===== src/hw/rtl/lazy_ntt_butterfly_52bit_macros.svh =====
// ---------------------------------------------------------------------------
// Lazy NTT butterfly assertion macros
// Concurrent check helpers shared by the butterfly RTL.
// ---------------------------------------------------------------------------
`ifndef LAZY_NTT_BUTTERFLY_52BIT_MACROS_SVH
`define LAZY_NTT_BUTTERFLY_52BIT_MACROS_SVH

// consequent must hold in the same cycle as the antecedent
`define LNTT_ASSERT_SAME(label, clk, rst, ante, cons, msg) \
   label: assert property (@(posedge clk) disable iff (rst) (ante) |-> (cons)) \
      else $error(msg);

// consequent must hold in the cycle after the antecedent
`define LNTT_ASSERT_NEXT(label, clk, rst, ante, cons, msg) \
   label: assert property (@(posedge clk) disable iff (rst) (ante) |=> (cons)) \
      else $error(msg);

`endif


===== src/hw/rtl/lntt_pkg.sv =====
// ---------------------------------------------------------------------------
// Lazy NTT butterfly package
// Shared widths, op codes, register indexes and the side-data type.
// ---------------------------------------------------------------------------
package lntt_pkg;

   // default Shoup word width
   localparam int WORD_BITS_DEF = 52;

   // fixed field widths
   localparam int FIELD_BITS = 52;
   localparam int Q_BITS     = 50;
   localparam int OP_BITS    = 2;

   // op codes
   localparam logic [OP_BITS-1:0] OP_FWD  = 2'd0;
   localparam logic [OP_BITS-1:0] OP_INV  = 2'd1;
   localparam logic [OP_BITS-1:0] OP_LAST = 2'd2;

   // configuration register indexes
   localparam int CSR_INDEX_BITS = 3;
   localparam logic [CSR_INDEX_BITS-1:0] CSR_MODULUS         = 3'd0;
   localparam logic [CSR_INDEX_BITS-1:0] CSR_N_INVERSE       = 3'd1;
   localparam logic [CSR_INDEX_BITS-1:0] CSR_N_INVERSE_PRE   = 3'd2;
   localparam logic [CSR_INDEX_BITS-1:0] CSR_N_INVERSE_TW    = 3'd3;
   localparam logic [CSR_INDEX_BITS-1:0] CSR_N_INVERSE_TW_PRE = 3'd4;

   localparam logic [Q_BITS-1:0] MODULUS_RESET = 50'd2;

   // pipeline depth from input register to output register
   localparam int STAGES = 10;

   // data that rides beside the multipliers
   typedef struct packed {
      logic [OP_BITS-1:0]    op;
      logic [FIELD_BITS-1:0] xr;    // x folded into [0,2q)
      logic [FIELD_BITS-1:0] s;     // x+y folded into [0,2q)
   } side_type;

endpackage


===== src/hw/rtl/lntt_prep.sv =====
// ---------------------------------------------------------------------------
// Butterfly operand preparation
// Two stages: fold x, form x+y and x-y+2q, then fold the sum and steer
// operands and constants to the two Shoup multipliers.
// ---------------------------------------------------------------------------
module lntt_prep #(
   parameter int W = lntt_pkg::WORD_BITS_DEF
) (
   input  logic                              clock,
   input  logic [1:0]                        en,
   input  logic [lntt_pkg::OP_BITS-1:0]      op,
   input  logic [lntt_pkg::FIELD_BITS-1:0]   x_in,
   input  logic [lntt_pkg::FIELD_BITS-1:0]   y_in,
   input  logic [lntt_pkg::Q_BITS-1:0]       twiddle,
   input  logic [lntt_pkg::FIELD_BITS-1:0]   twiddle_precon,
   input  logic [lntt_pkg::Q_BITS-1:0]       modulus,
   input  logic [lntt_pkg::Q_BITS-1:0]       n_inverse,
   input  logic [lntt_pkg::FIELD_BITS-1:0]   n_inverse_precon,
   input  logic [lntt_pkg::Q_BITS-1:0]       n_inverse_twiddle,
   input  logic [lntt_pkg::FIELD_BITS-1:0]   n_inverse_twiddle_precon,
   output lntt_pkg::side_type                side,
   output logic [W-1:0]                      v_a,
   output logic [W-1:0]                      m_a,
   output logic [W-1:0]                      mp_a,
   output logic [W-1:0]                      v_b,
   output logic [W-1:0]                      m_b,
   output logic [W-1:0]                      mp_b
);

   localparam int FB = lntt_pkg::FIELD_BITS;

   logic [FB-2:0]  q2;
   logic [63:0]    t64, y64, w64, wp64;
   logic [63:0]    s64, ni64, nip64, nit64, nitp64;

   logic [lntt_pkg::OP_BITS-1:0] op1_ff;
   logic [FB-1:0]  xr1_in, xr1_ff;
   logic [FB:0]    sum1_in, sum1_ff;
   logic [W-1:0]   t1_ff, y1_ff, w1_ff, wp1_ff;

   logic [FB:0]    s2;
   lntt_pkg::side_type side_in, side_ff;
   logic [W-1:0]   v_a_in, m_a_in, mp_a_in, v_b_in, m_b_in, mp_b_in;
   logic [W-1:0]   v_a_ff, m_a_ff, mp_a_ff, v_b_ff, m_b_ff, mp_b_ff;

   assign q2 = {modulus, 1'b0};

   // stage 1: fold x, sum and lifted difference
   assign xr1_in  = (x_in >= FB'(q2)) ? (x_in - FB'(q2)) : x_in;
   assign sum1_in = (FB+1)'(x_in) + (FB+1)'(y_in);
   assign t64     = 64'(x_in) - 64'(y_in) + 64'(q2);
   assign y64     = 64'(y_in);
   assign w64     = 64'(twiddle);
   assign wp64    = 64'(twiddle_precon);

   always_ff @(posedge clock) begin
      if (en[0]) begin
         op1_ff  <= op;
         xr1_ff  <= xr1_in;
         sum1_ff <= sum1_in;
         t1_ff   <= t64[W-1:0];
         y1_ff   <= y64[W-1:0];
         w1_ff   <= w64[W-1:0];
         wp1_ff  <= wp64[W-1:0];
      end
   end

   // stage 2: fold the sum, steer multiplier operands
   assign s2     = (sum1_ff >= (FB+1)'(q2)) ? (sum1_ff - (FB+1)'(q2)) : sum1_ff;
   assign s64    = 64'(s2);
   assign ni64   = 64'(n_inverse);
   assign nip64  = 64'(n_inverse_precon);
   assign nit64  = 64'(n_inverse_twiddle);
   assign nitp64 = 64'(n_inverse_twiddle_precon);

   always_comb begin
      side_in.op = op1_ff;
      side_in.xr = xr1_ff;
      side_in.s  = s2[FB-1:0];
      v_a_in  = '0;
      m_a_in  = '0;
      mp_a_in = '0;
      v_b_in  = '0;
      m_b_in  = '0;
      mp_b_in = '0;
      case (op1_ff)
         lntt_pkg::OP_FWD: begin
            v_b_in  = y1_ff;
            m_b_in  = w1_ff;
            mp_b_in = wp1_ff;
         end
         lntt_pkg::OP_INV: begin
            v_b_in  = t1_ff;
            m_b_in  = w1_ff;
            mp_b_in = wp1_ff;
         end
         lntt_pkg::OP_LAST: begin
            v_a_in  = s64[W-1:0];
            m_a_in  = ni64[W-1:0];
            mp_a_in = nip64[W-1:0];
            v_b_in  = t1_ff;
            m_b_in  = nit64[W-1:0];
            mp_b_in = nitp64[W-1:0];
         end
         default: begin
         end
      endcase
   end

   always_ff @(posedge clock) begin
      if (en[1]) begin
         side_ff <= side_in;
         v_a_ff  <= v_a_in;
         m_a_ff  <= m_a_in;
         mp_a_ff <= mp_a_in;
         v_b_ff  <= v_b_in;
         m_b_ff  <= m_b_in;
         mp_b_ff <= mp_b_in;
      end
   end

   assign side = side_ff;
   assign v_a  = v_a_ff;
   assign m_a  = m_a_ff;
   assign mp_a = mp_a_ff;
   assign v_b  = v_b_ff;
   assign m_b  = m_b_ff;
   assign mp_b = mp_b_ff;

endmodule


===== config.mk =====
export PLATFORM = sky130hd
export DESIGN_NAME = lntt_prep
export DESIGN_NICKNAME = d
export VERILOG_FILES = /design/src/hw/rtl/lazy_ntt_butterfly_52bit_macros.svh /design/src/hw/rtl/lntt_pkg.sv /design/src/hw/rtl/lntt_prep.sv
export SDC_FILE = /design/constraint.sdc
export NUM_CORES = 1
export LEC_CHECK = 0
export BUFFER_PORTS_ARGS = -buffer_cell sky130_fd_sc_hd__buf_4
export CAP_MARGIN = 0
export CORE_AREA = 4 4 338 340
export CTS_BUF_LIST = sky130_fd_sc_hd__clkbuf_8
export DETAILED_ROUTE_END_ITERATION = 7
export DIE_AREA = 0 0 342 344
export SKIP_LAST_GASP = 1
export SYNTH_ARGS = -nofsm -noshare
export SYNTH_HDL_FRONTEND = slang
export SYNTH_SLANG_ARGS = --single-unit

===== constraint.sdc =====
create_clock -name clock -period 3.72 [get_ports clock]
set_clock_uncertainty 0.15 [all_clocks]
set_input_delay 0.186 -clock clock [delete_from_list [all_inputs] [get_ports clock]]
set_output_delay 0.186 -clock clock [all_outputs]
set_load 0.03 [all_outputs]

; ---- After elaboration in Yosys (flattened, before gate mapping)
; Cells that the tools add are included.
[op_classes]
div = 0
order_cmp = 2
bitwise = 0
multipliers = 0
shift = 0
add_sub_neg = 5
n_eq_ne = 2
n_reduce_logical = 3
muxes = 5
[op_table]
columns = cell, count
row1 = case mux 52 bit (2 select lines), 2
row2 = 2-to-1 mux 52 bit, 2
row3 = subtractor 52 x 51 -> 52 bit, 2
row4 = case mux 50 bit (2 select lines), 1
row5 = adder 52 x 52 -> 53 bit, 1
row6 = greater-or-equal comparator 53 x 51 -> 1 bit, 1
row7 = adder 52 bit, 1
row8 = greater-or-equal comparator 52 x 51 -> 1 bit, 1
row9 = subtractor 52 bit, 1
row10 = OR reduction 2 bit, 2
row11 = "equality test 2 x 1 -> 1 bit, second input constant", 1
row12 = "equality test 2 bit, second input constant", 1
row13 = logical NOT 2 bit, 1
[totals]
ram_bits = 0
input_bits = 465
register_bits = 731
memories = 0
latch_bits = 0
word_cells = 34
romBits = 0

; ---- Longest topological paths before layout
[logic_depth]
depth_word = 3
ltp_mapped = 17
mapped_depth_nobuf = 17

; ---- Least setup slack after synthesis
; No wires, ideal clock.
[synth_timing]
kind = input-to-reg
startpoint = input port x_in[1] in the netlist's numbering
endpoint = register t1_ff[51], data pin
setup_time_ps = 260
stages = 17
path_slack_ps = -137
arrival_ps = 3448
path_cell_list = inv_1 -> fa_1 -> inv_1 -> ha_1 -> inv_1 -> fa_1 -> nor2b_1 -> o31a_1 -> o41ai_1 -> a2111oi_1 -> o31a_1 -> a31oi_1 -> o31ai_2 -> a211oi_2 -> o21ai_1 -> a21oi_1 -> xnor2_1
[synth_between]
elab_chain_cells = 2
[synth_lines]
columns = element, line_no
row1 = start: declaration, lntt_prep.sv:12  ; input logic [lntt_pkg::FIELD_BITS-1:0] x_in,
row2 = subtractor 52 bit, lntt_prep.sv:51  ; assign t64 = 64'(x_in) - 64'(y_in) + 64'(q2);
row3 = adder 52 bit, lntt_prep.sv:51
row4 = via t64[51], lntt_prep.sv:33  ; logic [63:0] t64, y64, w64, wp64;
row5 = end signal: assignment, lntt_prep.sv:61  ; t1_ff <= t64[W-1:0];
row6 = end: declaration, lntt_prep.sv:39  ; logic [W-1:0] t1_ff, y1_ff, w1_ff, wp1_ff;
; The timed path passes the listed nets, and every way through them passes these cells.
; A chain may end at the register's enable or synchronous reset.

; ---- Worst setup path after layout
[layout_timing]
startpoint = register sum1_ff[21]
endpoint = register v_a_ff[21], in the netlist v_a[21], data pin
[layout_between]
elab_chain_cells = 2
[layout_lines]
columns = element, line_no
row1 = start: declaration, lntt_prep.sv:38  ; logic [FB:0] sum1_in, sum1_ff;
row2 = start signal: assignment, lntt_prep.sv:60  ; sum1_ff <= sum1_in;
row3 = subtractor 52 x 51 -> 52 bit or greater-or-equal comparator 53 x 51 -> 1 bit (tied branches), lntt_prep.sv:69  ; assign s2 = (sum1_ff >= (FB+1)'(q2)) ? (sum1_ff - (FB+1)'(q2)) : sum1_ff;
row4 = 2-to-1 mux 52 bit *, lntt_prep.sv:69
row5 = via s2[21], lntt_prep.sv:41  ; logic [FB:0] s2;
row6 = end signal: assignment, lntt_prep.sv:113  ; v_a_ff <= v_a_in;
row7 = end: declaration, lntt_prep.sv:44  ; logic [W-1:0] v_a_ff, m_a_ff, mp_a_ff, v_b_ff, m_b_ff, mp_b_ff;
; Mark *: on every way through the listed nets, which the timed path passes. The rest lies on a longest branch.

==> summary.md <==
| Metric | Value |
|---|---|
| Pint | `18.6 mW` |
| Placed cells | `6195` |
| Post-synth cell types | `81` |
| RePlAce Congestion | `~0.94` |
| Switch share | `34.4%` |
| Vias per cell | `~5.1` |
| Final nets | `approximately 6300` |
| Design area | `61400 um2` |
| Cell Count, Final, Fillers Out | `~7100` |
| Violated checks | `negative setup slack` |
| Switching power | `between 9 and 10 mW` |
| Port buffer count | `878` |
| Relative slew slack | `38.5%` |
| H-tree level count | `4` |
| Required time of the worst setup path | `4.10 ns` |
| R2R cell count | `16` |
| Slew Viols, Final | `0` |
| Final setup fails | `31` |
| Mapped Area | `39500 um2` |
| Crit path top cell by count | `buf_6` |
| Routed vias | `36142` |
| Crit start category | `flip-flop` |
| Initial core utilization | `35.4%` |
| Buffers from clock root to sink, at most | `3` |
| Async S/R FF share, synth | `0%` |
| Post-synthesis simple-gate area fraction | `10.5%` |
| Clk pwr share | `26.3%` |
| Minimum clock period | `3.82 ns` |
| Post-synthesis sequential area ratio | `55.3%` |
| Multiplexer share of the synthesized area | `0.232%` |
| Grt ovf | `0` |
| Post-synth top area share | `between 50% and 60%` |
| Drt drc | `0` |
| Adder-cell area share of the yosys netlist | `10.9%` |
| Pin count of the biggest net entering global routing | `91` |
| Area Growth Syn to Fin | `55.7%` |
| Max Cap Viol | `0` |
| Gr usage total | `a little over a quarter` |
| Mean post-synth cell area | `11.5 um2` |
| Clk Latency, worst-skew pair | `0.81 ns` |
| Hold Path Class | `input pin to flip-flop` |
| DIE HEIGHT | `344 um` |
| Most numerous cell in the Yosys netlist | `edfxtp_1` |
| Crit. End Element | `flip-flop` |
| Crit-path cells | `ha_1 -> nand2_1 -> or3b_4 -> nor3_2 -> o211ai_1 -> o211a_1 -> a211o_1 -> a21oi_4 -> a31oi_4 -> buf_6 -> buf_12 -> buf_4 -> buf_6 -> nand2_4 -> o21ai_4 -> and2_4` |
| Sink Count | `about 730` |
| Crit Path Category | `flip-flop to flip-flop` |
| Synth Area in XOR/XNOR | `4.13%` |
| Die span in x | `342 um` |
| Delay-heaviest family, CP | `compound AO/OA/AOI/OAI gates` |
| Final period util | `103%` |
| Synth cell count leaders | `edfxtp_1 (726), inv_1 (336), nor2_1 (311)` |
| Status | `complete, but fails checks` |
| Fmax | `262 MHz` |
| Crit path max-delay cell type | `edfxtp_1` |
| Total CTS buffers | `133` |
| DR pass1 iterations | `6` |
| CP max stage delay | `between 0.4 and 0.5 ns` |
| Synth Register Bits | `726` |
| Layout cells sized above 1 | `a little under a third` |
| Boundary Pins | `around 880` |
| Clock transition at path regs | `around 0.070 ns` |
| Static leakage | `about 27 nW` |
| Core Footprint | `112000 um2` |
| Root Buffer | `clkbuf_8` |
| Antenna violations before repair | `20` |
| TritonCTS clock tree | `done` |
| Hold Path Depth | `2` |
| First-pass GRT wire length | `236000 um` |
| Post-synthesis compound-gate area fraction | `14.4%` |
| Max IR drop VDD | `365 uV` |
| Synth warnings | `0` |
| Flop pwr share | `38.3%` |
| Yosys top cell by area | `edfxtp_1` |
| Setup slack after layout | `-0.103 ns` |
| PD cells | `463 nW/um2` |
| Cell count after synthesis | `approximately 3400` |
| DP Area | `a little over 50000 um2` |
| Met2 Resource Use GR | `46.8%` |
| Setup_tns | `-0.941 ns` |
| Top Usage Layer GRT | `met2` |
| Dpl hpwl | `roughly 120000 um` |
| WP buf/inv | `4` |
| FP Rows | `123` |
| Met3 Use GR | `4.15%` |
| Top_reg_cell synth | `edfxtp_1` |
| Final hold violations | `0` |
| Slew @ Worst Pin | `roughly 0.9 ns` |
| Main area contributors after synthesis | `edfxtp_1 (55%), ha_1 (8.2%), inv_1 (3.2%), nor2_1 (3.0%), a22oi_1 (2.9%)` |
| Final wirelength | `between 150000 and 200000 um` |
| CP arrival | `about 4.2 ns` |
| Wirelength per Cell | `23.3 um` |
| Full die area | `118000 um2` |
| Largest family of logic cells by synthesized area | `compound AO/OA/AOI/OAI gates` |
| Crit-path max FO | `7` |
| DRT iter0 DRCs | `2573` |
| Combinational fraction of design power | `a little over a third` |
| EDFF count, synth | `between 700 and 800` |
| Antenna Nets Post-Route | `0` |
| Vias in the first global route | `36732` |
| Post-Place Setup Slack | `-0.985 ns` |
| Global-route met1 utilization | `31.8%` |
| Crit path depth | `16` |
| Unrepaired setup endpoints after global routing | `yes` |
## repair_timing
item | in CTS | in global routing
setup endpoints to repair | 100 | 119
pin swaps | 11 | 27
gates cloned | 3 | 1
hold endpoints to repair | 905 | 1
buffers inserted | 10 | 12
resized for setup | 47 | 100
hold buffers | 651 | 1
## metrics by stage
step           power [mW]  util (%)  hold WS (ns)
6_report             28.4      55.1        0.0747
5_1_grt              29.7      55.0        0.0266
4_1_cts              28.2      54.5      0.000954
3_5_place_dp         19.9      46.1         0.215
3_3_place_gp         19.8      46.1         0.215
2_1_floorplan        15.5         -         0.135
## per-layer routing
metal	share of wire [%]	vias to the layer above	wire length, um
li1	-	16544	-
met1	38	17658	63500
met2	50	1547	82100
met3	6.1	393	10100
met4	6.1	0	10100
met5	0	-	0
## cell usage in the layout, fill, tap and decap left out, types with 24 or more instances in the layout
cell | Yosys | layout
buf_4 | 4 | 1372
o21ai_0 | 130 | 126
nor2b_1 | 26 | 24
a31oi_1 | 30 | 24
and2_1 | 156 | 149
a21o_1 | 87 | 85
o21a_1 | 33 | 33
nand4_1 | 42 | 42
nor3_1 | 34 | 32
dlygate4sd3_1 | 0 | 651
o21bai_1 | 38 | 37
xor2_1 | 65 | 65
fa_1 | 54 | 52
o21ai_1 | 51 | 32
edfxtp_1 | 726 | 726
clkbuf_8 | 0 | 134
ha_1 | 257 | 247
nand3_1 | 32 | 30
nor2_1 | 311 | 311
inv_1 | 336 | 372
xnor2_1 | 121 | 120
clkinv_1 | 0 | 24
a22oi_1 | 154 | 154
a21oi_1 | 205 | 200
nand2_1 | 189 | 176
## area by class of cell
class,count,area (um2)
diodes,22,55.1
clock buffers,134,1840
clock inverters,97,644
fillers,9385,50200
inverters,336,1260
multi-input cells,2246,16500
flip-flops and latches,726,21800
well taps,1500,1880
repair buffers,2060,17500
## sequential cells by signal (all words and copies together) (netlist names), 51 cells and up
register,flops
mp_a,52
mp_b,52
side,106
sum1_ff,53
t1_ff,51
v_a,52
v_b,52
wp1_ff,52
xr1_ff,52
y1_ff,52
## logic make-up after synthesis
family                   count (synthesis)
AO/OA/AOI/OAI                          864
other                                    1
flip-flops                             726
adder cells (fa/ha/maj)                311
buffers and inverters                  473
AND/OR/NAND/NOR                        873
multiplexers                             8
XOR/XNOR                               186
## power by group through the flow
stage	combinational, mW	clock (mW)	sequential (mW)
2_1_floorplan	3.57	0	11.9
3_3_place_gp	8.85	0	11.0
3_5_place_dp	8.88	0	11.0
4_1_cts	9.72	7.60	10.8
5_1_grt	10.7	8.02	10.9
6_report	10.1	7.46	10.9
## final timing paths
| check | end | slack (ns) | start |
|---|---|---|---|
| worst max-delay path | v_a[21] | -0.10 | sum1_ff[21] |
| worst min register to register | side[53] | 0.23 | xr1_ff[1] |
| worst max register to register | v_a[21] | -0.10 | sum1_ff[21] |
| worst min-delay path | wp1_ff[21] | 0.07 | twiddle_precon[21] |
Power figures use the tool's default switching activity.
